## src/rtl/core/escaped_frame_tx_ring_macros.svh

```systemverilog
// Assertion macros for the escaped frame transmit ring.
// Included by the top level; needs no other file.
`ifndef ESCAPED_FRAME_TX_RING_MACROS_SVH
`define ESCAPED_FRAME_TX_RING_MACROS_SVH
`ifndef NO_ASSERTIONS
`define EFTR_ASSERT_IMP(name, clk, rst, ante, cons) \
  name: assert property (@(posedge clk) disable iff (rst) (ante) |-> (cons)) \
    else $error("%m: same-cycle check failed");
`define EFTR_ASSERT_NXT(name, clk, rst, ante, cons) \
  name: assert property (@(posedge clk) disable iff (rst) (ante) |=> (cons)) \
    else $error("%m: next-cycle check failed");
`else
`define EFTR_ASSERT_IMP(name, clk, rst, ante, cons)
`define EFTR_ASSERT_NXT(name, clk, rst, ante, cons)
`endif
`endif

```

## src/rtl/core/eftr_pkg.sv

```systemverilog
// Shared constants, codes and controller/datapath interface types
// for the escaped frame transmit ring. No dependencies.
package eftr_pkg;

  localparam int BUF_DEPTH = 64;
  localparam int PTR_W     = $clog2(BUF_DEPTH);
  localparam int LEN_W     = $clog2(BUF_DEPTH + 1);

  localparam logic [7:0] HEAD_BYTE = 8'hFD;
  localparam logic [7:0] ESC_BYTE  = 8'hFE;
  localparam logic [7:0] TAIL_BYTE = 8'hF8;
  localparam logic [7:0] ESC_HEAD  = 8'h7D;
  localparam logic [7:0] ESC_ESC   = 8'h7E;
  localparam logic [7:0] ESC_TAIL  = 8'h78;

  localparam logic [1:0] MODE_BYTE = 2'd0;
  localparam logic [1:0] MODE_LAST = 2'd1;
  localparam logic [1:0] MODE_TICK = 2'd2;

  localparam logic [1:0] FS_NONE   = 2'd0;
  localparam logic [1:0] FS_QUEUED = 2'd1;
  localparam logic [1:0] FS_DROP   = 2'd2;
  localparam logic [1:0] FS_CUT    = 2'd3;

  typedef enum logic [1:0] {
    SRC_HEAD,
    SRC_STAGE,
    SRC_CSUM,
    SRC_TAIL
  } put_src_t;

  typedef enum logic [3:0] {
    ST_IDLE,
    ST_ESC2,
    ST_CHECK,
    ST_HEAD,
    ST_SRD,
    ST_SWR,
    ST_CSUM,
    ST_TAIL,
    ST_TICK
  } state_t;

  typedef struct packed {
    logic       stage_first;
    logic       stage_second;
    logic       stage_clear;
    logic       idx_init;
    logic       idx_inc;
    logic       ring_put;
    put_src_t   put_src;
    logic       ring_rd;
    logic       err_inc;
    logic       load_out;
    logic       tx_hit;
    logic [1:0] out_status;
  } cmd_t;

  typedef struct packed {
    logic out_busy;
    logic esc_hit;
    logic too_long;
    logic ring_full;
    logic ring_empty;
    logic has_payload;
    logic copy_more;
  } sts_t;

  function automatic logic [PTR_W-1:0] ptr_inc(input logic [PTR_W-1:0] p);
    logic [PTR_W-1:0] r;
    if (p == PTR_W'(BUF_DEPTH - 1)) begin
      r = '0;
    end else begin
      r = p + 1'b1;
    end
    return r;
  endfunction

endpackage

```

## src/rtl/core/eftr_ram.sv

```systemverilog
// Generic simple dual-port RAM, one write and one registered read port.
// No dependencies.
module eftr_ram #(
  parameter int WIDTH = 8,
  parameter int DEPTH = 64
) (
  input  logic                     clk,
  input  logic                     we,
  input  logic [$clog2(DEPTH)-1:0] waddr,
  input  logic [WIDTH-1:0]         wdata,
  input  logic [$clog2(DEPTH)-1:0] raddr,
  output logic [WIDTH-1:0]         rdata
);

  logic [WIDTH-1:0] mem [DEPTH];

  always_ff @(posedge clk) begin
    if (we) begin
      mem[waddr] <= wdata;
    end
    rdata <= mem[raddr];
  end

endmodule

```

## src/rtl/core/eftr_ctrl.sv

```systemverilog
// Sequencing state machine: staging, frame commit copy and ring pops.
// Depends on eftr_pkg.
module eftr_ctrl import eftr_pkg::*; (
  input  logic       clk,
  input  logic       rst,
  input  logic       in_valid,
  input  logic [1:0] mode,
  output logic       in_stall,
  input  sts_t       sts,
  output cmd_t       cmd
);

  state_t state, state_next;
  logic   last_q;
  logic   accept;

  assign in_stall = (state != ST_IDLE) || sts.out_busy;
  assign accept   = in_valid && !in_stall;

  always_ff @(posedge clk) begin
    if (rst) begin
      state  <= ST_IDLE;
      last_q <= 1'b0;
    end else begin
      state <= state_next;
      if (accept) begin
        last_q <= (mode == MODE_LAST);
      end
    end
  end

  always_comb begin
    state_next = state;
    case (state)
      ST_IDLE: begin
        if (accept) begin
          if (mode == MODE_BYTE || mode == MODE_LAST) begin
            if (sts.esc_hit) begin
              state_next = ST_ESC2;
            end else if (mode == MODE_LAST) begin
              state_next = ST_CHECK;
            end
          end else if (mode == MODE_TICK && !sts.ring_empty) begin
            state_next = ST_TICK;
          end
        end
      end
      ST_ESC2:  state_next = last_q ? ST_CHECK : ST_IDLE;
      ST_CHECK: state_next = sts.too_long ? ST_IDLE : ST_HEAD;
      ST_HEAD: begin
        if (sts.ring_full) begin
          state_next = ST_IDLE;
        end else begin
          state_next = sts.has_payload ? ST_SRD : ST_CSUM;
        end
      end
      ST_SRD: state_next = ST_SWR;
      ST_SWR: begin
        if (sts.ring_full) begin
          state_next = ST_IDLE;
        end else begin
          state_next = sts.copy_more ? ST_SRD : ST_CSUM;
        end
      end
      ST_CSUM: state_next = sts.ring_full ? ST_IDLE : ST_TAIL;
      ST_TAIL: state_next = ST_IDLE;
      ST_TICK: state_next = ST_IDLE;
      default: state_next = ST_IDLE;
    endcase
  end

  always_comb begin
    cmd = '0;
    cmd.put_src = SRC_HEAD;
    cmd.out_status = FS_NONE;
    case (state)
      ST_IDLE: begin
        if (accept) begin
          if (mode == MODE_BYTE || mode == MODE_LAST) begin
            cmd.stage_first = 1'b1;
            cmd.load_out = !sts.esc_hit && (mode == MODE_BYTE);
          end else if (mode == MODE_TICK && !sts.ring_empty) begin
            cmd.ring_rd = 1'b1;
          end else begin
            cmd.load_out = 1'b1;
          end
        end
      end
      ST_ESC2: begin
        cmd.stage_second = 1'b1;
        cmd.load_out = !last_q;
      end
      ST_CHECK: begin
        if (sts.too_long) begin
          cmd.err_inc = 1'b1;
          cmd.load_out = 1'b1;
          cmd.out_status = FS_DROP;
          cmd.stage_clear = 1'b1;
        end
      end
      ST_HEAD, ST_SWR, ST_CSUM, ST_TAIL: begin
        if (sts.ring_full) begin
          cmd.err_inc = 1'b1;
          cmd.load_out = 1'b1;
          cmd.out_status = FS_CUT;
          cmd.stage_clear = 1'b1;
        end else begin
          cmd.ring_put = 1'b1;
          case (state)
            ST_HEAD: begin
              cmd.put_src = SRC_HEAD;
              cmd.idx_init = 1'b1;
            end
            ST_SWR: begin
              cmd.put_src = SRC_STAGE;
              cmd.idx_inc = 1'b1;
            end
            ST_CSUM: cmd.put_src = SRC_CSUM;
            default: begin
              cmd.put_src = SRC_TAIL;
              cmd.load_out = 1'b1;
              cmd.out_status = FS_QUEUED;
              cmd.stage_clear = 1'b1;
            end
          endcase
        end
      end
      ST_TICK: begin
        cmd.load_out = 1'b1;
        cmd.tx_hit = 1'b1;
      end
      default: ;
    endcase
  end

endmodule

```

## src/rtl/core/eftr_dp.sv

```systemverilog
// Datapath: staging store, checksum, transmit ring, error count, result register.
// Depends on eftr_pkg and eftr_ram.
module eftr_dp import eftr_pkg::*; (
  input  logic        clk,
  input  logic        rst,
  input  logic [7:0]  data_byte,
  input  cmd_t        cmd,
  output sts_t        sts,
  output logic        out_valid,
  input  logic        out_stall,
  output logic        tx_valid,
  output logic [7:0]  tx_byte,
  output logic [1:0]  frame_status,
  output logic [15:0] error_count
);

  logic [LEN_W-1:0] stage_len;
  logic [LEN_W-1:0] idx;
  logic [7:0]       csum;
  logic [7:0]       esc_code;
  logic [PTR_W-1:0] rp;
  logic [PTR_W-1:0] wp;
  logic [PTR_W-1:0] wp_inc;
  logic [15:0]      errors;
  logic [15:0]      errors_next;

  logic             esc_hit;
  logic [7:0]       esc_sel;
  logic             stage_we;
  logic [7:0]       stage_wdata;
  logic [7:0]       stage_rdata;
  logic [7:0]       ring_wdata;
  logic [7:0]       ring_rdata;
  logic [LEN_W:0]   len_plus2;
  logic [LEN_W:0]   idx_plus1;

  always_comb begin
    esc_hit = 1'b1;
    esc_sel = ESC_HEAD;
    case (data_byte)
      HEAD_BYTE: esc_sel = ESC_HEAD;
      ESC_BYTE:  esc_sel = ESC_ESC;
      TAIL_BYTE: esc_sel = ESC_TAIL;
      default:   esc_hit = 1'b0;
    endcase
  end

  assign stage_we    = (cmd.stage_first || cmd.stage_second) &&
                       (stage_len < LEN_W'(BUF_DEPTH));
  assign stage_wdata = cmd.stage_second ? esc_code : (esc_hit ? ESC_BYTE : data_byte);

  eftr_ram #(.WIDTH(8), .DEPTH(BUF_DEPTH)) u_stage (
    .clk   (clk),
    .we    (stage_we),
    .waddr (stage_len[PTR_W-1:0]),
    .wdata (stage_wdata),
    .raddr (idx[PTR_W-1:0]),
    .rdata (stage_rdata)
  );

  assign wp_inc = ptr_inc(wp);

  always_comb begin
    case (cmd.put_src)
      SRC_HEAD:  ring_wdata = HEAD_BYTE;
      SRC_STAGE: ring_wdata = stage_rdata;
      SRC_CSUM:  ring_wdata = csum;
      default:   ring_wdata = TAIL_BYTE;
    endcase
  end

  eftr_ram #(.WIDTH(8), .DEPTH(BUF_DEPTH)) u_ring (
    .clk   (clk),
    .we    (cmd.ring_put),
    .waddr (wp_inc),
    .wdata (ring_wdata),
    .raddr (ptr_inc(rp)),
    .rdata (ring_rdata)
  );

  assign len_plus2   = {1'b0, stage_len} + (LEN_W + 1)'(2);
  assign idx_plus1   = {1'b0, idx} + 1'b1;
  assign errors_next = errors + {15'd0, cmd.err_inc};

  assign sts.out_busy    = out_valid && out_stall;
  assign sts.esc_hit     = esc_hit;
  assign sts.too_long    = len_plus2 >= (LEN_W + 1)'(BUF_DEPTH);
  assign sts.ring_full   = (wp_inc == rp);
  assign sts.ring_empty  = (rp == wp);
  assign sts.has_payload = stage_len > LEN_W'(1);
  assign sts.copy_more   = idx_plus1 < {1'b0, stage_len};

  always_ff @(posedge clk) begin
    if (rst) begin
      stage_len <= LEN_W'(1);
      csum      <= '0;
      rp        <= '0;
      wp        <= '0;
      errors    <= '0;
      out_valid <= 1'b0;
    end else begin
      if (cmd.stage_clear) begin
        stage_len <= LEN_W'(1);
        csum      <= '0;
      end else begin
        if (stage_we) begin
          stage_len <= stage_len + 1'b1;
        end
        if (cmd.stage_first) begin
          csum <= csum + data_byte;
        end
      end
      if (cmd.ring_put) begin
        wp <= wp_inc;
      end
      if (cmd.ring_rd) begin
        rp <= ptr_inc(rp);
      end
      errors <= errors_next;
      if (cmd.load_out) begin
        out_valid <= 1'b1;
      end else if (!out_stall) begin
        out_valid <= 1'b0;
      end
    end
  end

  always_ff @(posedge clk) begin
    if (cmd.stage_first) begin
      esc_code <= esc_sel;
    end
    if (cmd.idx_init) begin
      idx <= LEN_W'(1);
    end else if (cmd.idx_inc) begin
      idx <= idx + 1'b1;
    end
    if (cmd.load_out) begin
      tx_valid     <= cmd.tx_hit;
      tx_byte      <= cmd.tx_hit ? ring_rdata : 8'd0;
      frame_status <= cmd.out_status;
      error_count  <= errors_next;
    end
  end

endmodule

```

## src/rtl/core/escaped_frame_tx_ring.sv

```systemverilog
// Escaped frame transmit ring, top level: controller plus datapath.
// Depends on eftr_pkg, eftr_ctrl, eftr_dp and escaped_frame_tx_ring_macros.svh.
//
// Every item gives one result. A plain payload byte is taken in ST_IDLE. An
// escaped one also passes through ST_ESC2, because the staging RAM has a
// single write port. A last byte adds the commit: a length check, the header,
// for each staged byte after the header slot a registered staging RAM read
// (ST_SRD) then a ring write (ST_SWR), checksum and tail. When the last byte
// is escaped, ST_ESC2 comes before the check. A dropped frame ends after the
// check. A cut frame ends at the write that finds the ring full. A transmit
// tick reads the ring through ST_TICK (registered read) when it holds data,
// else its result comes from ST_IDLE. Stores need no clearing after reset.
`include "escaped_frame_tx_ring_macros.svh"
module escaped_frame_tx_ring import eftr_pkg::*; (
  input  logic        clk,
  input  logic        rst,
  input  logic        in_valid,
  output logic        in_stall,
  input  logic [1:0]  mode,
  input  logic [7:0]  data_byte,
  output logic        out_valid,
  input  logic        out_stall,
  output logic        tx_valid,
  output logic [7:0]  tx_byte,
  output logic [1:0]  frame_status,
  output logic [15:0] error_count
);

  cmd_t cmd;
  sts_t sts;

  eftr_ctrl u_ctrl (
    .clk      (clk),
    .rst      (rst),
    .in_valid (in_valid),
    .mode     (mode),
    .in_stall (in_stall),
    .sts      (sts),
    .cmd      (cmd)
  );

  eftr_dp u_dp (
    .clk          (clk),
    .rst          (rst),
    .data_byte    (data_byte),
    .cmd          (cmd),
    .sts          (sts),
    .out_valid    (out_valid),
    .out_stall    (out_stall),
    .tx_valid     (tx_valid),
    .tx_byte      (tx_byte),
    .frame_status (frame_status),
    .error_count  (error_count)
  );

  `EFTR_ASSERT_IMP(a_put_not_full, clk, rst, cmd.ring_put, !sts.ring_full)
  `EFTR_ASSERT_IMP(a_load_free, clk, rst, cmd.load_out, !sts.out_busy)
  `EFTR_ASSERT_NXT(a_pop_result, clk, rst, cmd.ring_rd, cmd.load_out && cmd.tx_hit)
  `EFTR_ASSERT_IMP(a_tx_no_frame, clk, rst, out_valid && tx_valid, frame_status == FS_NONE)

endmodule

```

## config.mk

```make
export PLATFORM = sky130hd
export DESIGN_NAME = escaped_frame_tx_ring
export DESIGN_NICKNAME = d
export VERILOG_FILES = /design/src/rtl/core/eftr_pkg.sv /design/src/rtl/core/eftr_ram.sv /design/src/rtl/core/eftr_ctrl.sv /design/src/rtl/core/eftr_dp.sv /design/src/rtl/core/escaped_frame_tx_ring.sv
export VERILOG_INCLUDE_DIRS = /design/src /design/src/rtl/core
export SDC_FILE = /design/constraint.sdc
export NUM_CORES = 1
export LEC_CHECK = 0
export BUFFER_PORTS_ARGS = -buffer_cell sky130_fd_sc_hd__buf_4
export CAP_MARGIN = 30
export CORE_UTILIZATION = 60
export CTS_CLUSTER_DIAMETER = 120
export DETAILED_ROUTE_END_ITERATION = 8
export HOLD_SLACK_MARGIN = 0.15
export PLACE_DENSITY = 0.76
export SLEW_MARGIN = 20
export SYNTH_ARGS = -nofsm -noshare
export SYNTH_HDL_FRONTEND = slang
export SYNTH_SLANG_ARGS = --single-unit
```

## constraint.sdc

```tcl
create_clock -name clk -period 7.1 [get_ports clk]
set_input_delay 1.42 -clock clk [delete_from_list [all_inputs] [get_ports clk]]
set_output_delay 1.42 -clock clk [all_outputs]
set_load 0.005 [all_outputs]
```

==> qor.txt <==
async set-reset flop share out of synthesis: 0
Syn Inst Count: 2537
number of flops mapped to enable cells by yosys: 1054
HPWL after DPL: 63800 um
multi-input logic area: 11600 um^2
sequential share of the synthesized area: 0.730
status: complete, no violations
TritonRoute pass-1 iters: 6
cts hold-fix bufs: 0
Area contributors post-synth: edfxtp_1, mux4_2, mux2_2
Syn Area/Cell: 17.9 um^2
initial core utilization: 0.607
initial antenna violation count: 1
Fmax achieved: 198 MHz
net count after synthesis: 2579
routed vias: 24485
Post-synth top cells: edfxtp_1, mux2_2, nor2_1, mux4_2, o22ai_1
yosys warns: 0
Worst-Skew Late Latency: 680 ps
Switching Share: 0.197
leakage power: 17.1 nW
All-Layer GR Usage: 0.283
first-pass GRT wire length: 159000 um
final WL: 109000 um
slowest cell delay on critical path: 850 ps
post-route ant nets: 0
FF+latch count, synth: 1126
full die area: 76600 um^2
Register-to-Register Path Depth: 6
Worst-Margin Slew: 1040 ps
worst relative slew slack: 0.304
clk root buf: clkbuf_16
VDD IR max: 210 uV
Final setup viols: 0
hold path depth: 2
worst min path class: flop to flop
CTS resizes: 0
type of destination of the critical path: flop
launch point of the worst hold path: u_dp.csum[0]$_SDFFE_PP0P_
via density per instance: 6.73
FF-to-FF End: u_dp.u_stage.mem[38][3]$_DFFE_PP_
Cell Pwr Density: 263 nW/um^2
CTS Sinks: 1126
synth unique cells: 72
share of total power in combinational logic: 0.019
Crit Path Category: flop to flop
Netlist Area Pre-Place: 45300 um^2
Psw: 2.60 mW
CTS Buf Count: 103
critical path's slowest cell: a21oi_1
final-report max-slew violation count: 0
final hold violations: 0
fillers: 4594
CP Max Fanout: 21
top-count cell post-synth: edfxtp_1
Setup Total Neg Slack: 0 ps
FF+latch area: 33100 um^2
internal power consumption: 10.6 mW
clock tree buffer depth: 3
final worst setup slack: 2060 ps
fin crit share: 0.710
height of the chip: 277 um
slack of the worst reg-to-reg path: 2060 ps
DRC: 0
worst path required time: 7390 ps
post-DR wirelength/cell: 30.0 um
layout net count: 2623
final worst path period need: 5040 ps
crit path launch type: flop
share of the synthesized area in the top cell type: 0.699
CTS H-tree depth: 3
number of post-CTS setup repair buffers: 0
Rows: 100
Worst Path Arrival: 5330 ps
Routability Congestion: 0.885
CORE AREA: 74600 um^2
CTS tree: done
layout cells sized above 1: 0.261
RR Startpoint: u_ctrl.state[3]$_SDFFE_PP0P_
Clk pin slew, worst setup/hold paths: 60 ps
Post-synth top flop: edfxtp_1
Clk pwr share: 0.433
drt initial violations: 3415
max-cap viol count: 0
total global routing overflow: 0
CP Cell Sequence: nor4_1 > nand4_1 > a21oi_1 > and2_1 > nand2_1 > nor2_1
Chip Width: 277 um
Setup Slack @ Placement: 2040 ps
Fin Clk Skew: 39.0 ps
final design utilization: 0.673
IO Count: 43
RSZ-0062 raised after global routing: false
Seq pwr share: 0.548
vias in the first global route: 23647
Min-Delay Endpoint: u_dp.csum[0]$_SDFFE_PP0P_
largest net degree at the start of global routing: 138
area grow syn2layout: 10.8%
Yosys top cell by area: edfxtp_1
I/O Buffers: 42
-- metrics by stage --
step	total power, mW	cells	hold slack (ps)	instance area, um^2
floorplan	7.53	2537	449	45300
global placement	7.63	3437	482	46600
detailed placement	7.64	3440	499	46600
CTS	13.2	3632	507	50100
global route	13.5	3637	541	50200
finish	13.2	3638	502	50200
-- worst max-delay path, delay by kind of cell (launching register included) --
kind | cells | cell delay, ps
AND/OR/NAND/NOR | 5 | 3190
flip-flops | 1 | 630
AO/OA/AOI/OAI | 1 | 850
-- layer usage --
metal	track usage	wire, um	vias up
li1	-	-	10229
met1	0.415	43400	12445
met2	0.437	51400	1617
met3	0.0601	12000	192
met4	0.0778	2500	2
met5	0	13	-
-- placed cells by master, fill, tap and decap left out, types with 16 or more instances in the layout --
master	instances
a21oi_1	27
and2_1	22
buf_4	66
bufinv_16	16
clkbuf_16	105
clkinv_1	18
clkinv_2	16
dfxtp_1	69
edfxtp_1	1054
ha_1	27
inv_1	24
mux2_2	256
mux4_2	168
nand2_1	73
nand3_1	33
nor2_1	208
nor3_1	16
nor4_1	16
o21ai_0	50
o22ai_1	146
xnor2_1	34
-- logic make-up after synthesis --
group	Yosys count	share of synthesized area
buffers and inverters	160	0.0163
flip-flops	1126	0.730
adder cells (fa/ha/maj)	29	0.00812
AO/OA/AOI/OAI	296	0.0414
multiplexers	428	0.148
XOR/XNOR	46	0.00889
AND/OR/NAND/NOR	452	0.0468
-- flip-flops by register name, indices dropped and copies added, names as in the netlist, 6 cells and up --
name                count
u_dp.csum               8
u_dp.error_count       16
u_dp.errors            16
u_dp.idx                7
u_dp.rp                 6
u_dp.stage_len          7
u_dp.tx_byte            8
u_dp.u_ring.mem       512
u_dp.u_ring.rdata       8
u_dp.u_stage.mem      512
u_dp.u_stage.rdata      8
u_dp.wp                 6
-- cell type report --
type / count / area share
diodes: 1 / 0.0000499
multi-input cells: 1251 / 0.232
inverters: 25 / 0.00187
clock buffers: 120 / 0.0535
repair buffers: 74 / 0.0131
clock inverters: 72 / 0.0164
well taps: 969 / 0.0242
flip-flops and latches: 1126 / 0.659
-- worst max path at each step --
stage	from	end	slack [ps]	cells past startpoint
after floorplan	u_dp.wp[1]$_SDFFE_PP0P_	u_dp.u_ring.mem[0][1]$_DFFE_PP_	1970	9
after CTS	u_dp.wp[0]$_SDFFE_PP0P_	u_dp.u_ring.mem[9][7]$_DFFE_PP_	2040	8
final	u_ctrl.state[3]$_SDFFE_PP0P_	u_dp.u_stage.mem[38][3]$_DFFE_PP_	2060	6
after global routing	u_ctrl.state[3]$_SDFFE_PP0P_	u_dp.u_stage.mem[62][4]$_DFFE_PP_	1800	6
after global placement	u_dp.wp[0]$_SDFFE_PP0P_	u_dp.u_ring.mem[38][6]$_DFFE_PP_	2170	8
after detailed placement	u_dp.wp[0]$_SDFFE_PP0P_	u_dp.u_ring.mem[9][2]$_DFFE_PP_	2040	8
-- power by group through the flow --
stage	Clock, mW	Combinational, mW	Sequential (mW)
detailed placement	0	0.254	7.38
CTS	5.74	0.256	7.24
floorplan	0	0.149	7.38
global route	5.99	0.273	7.24
global placement	0	0.249	7.38
finish	5.73	0.258	7.24
Power figures use the tool's default switching activity.
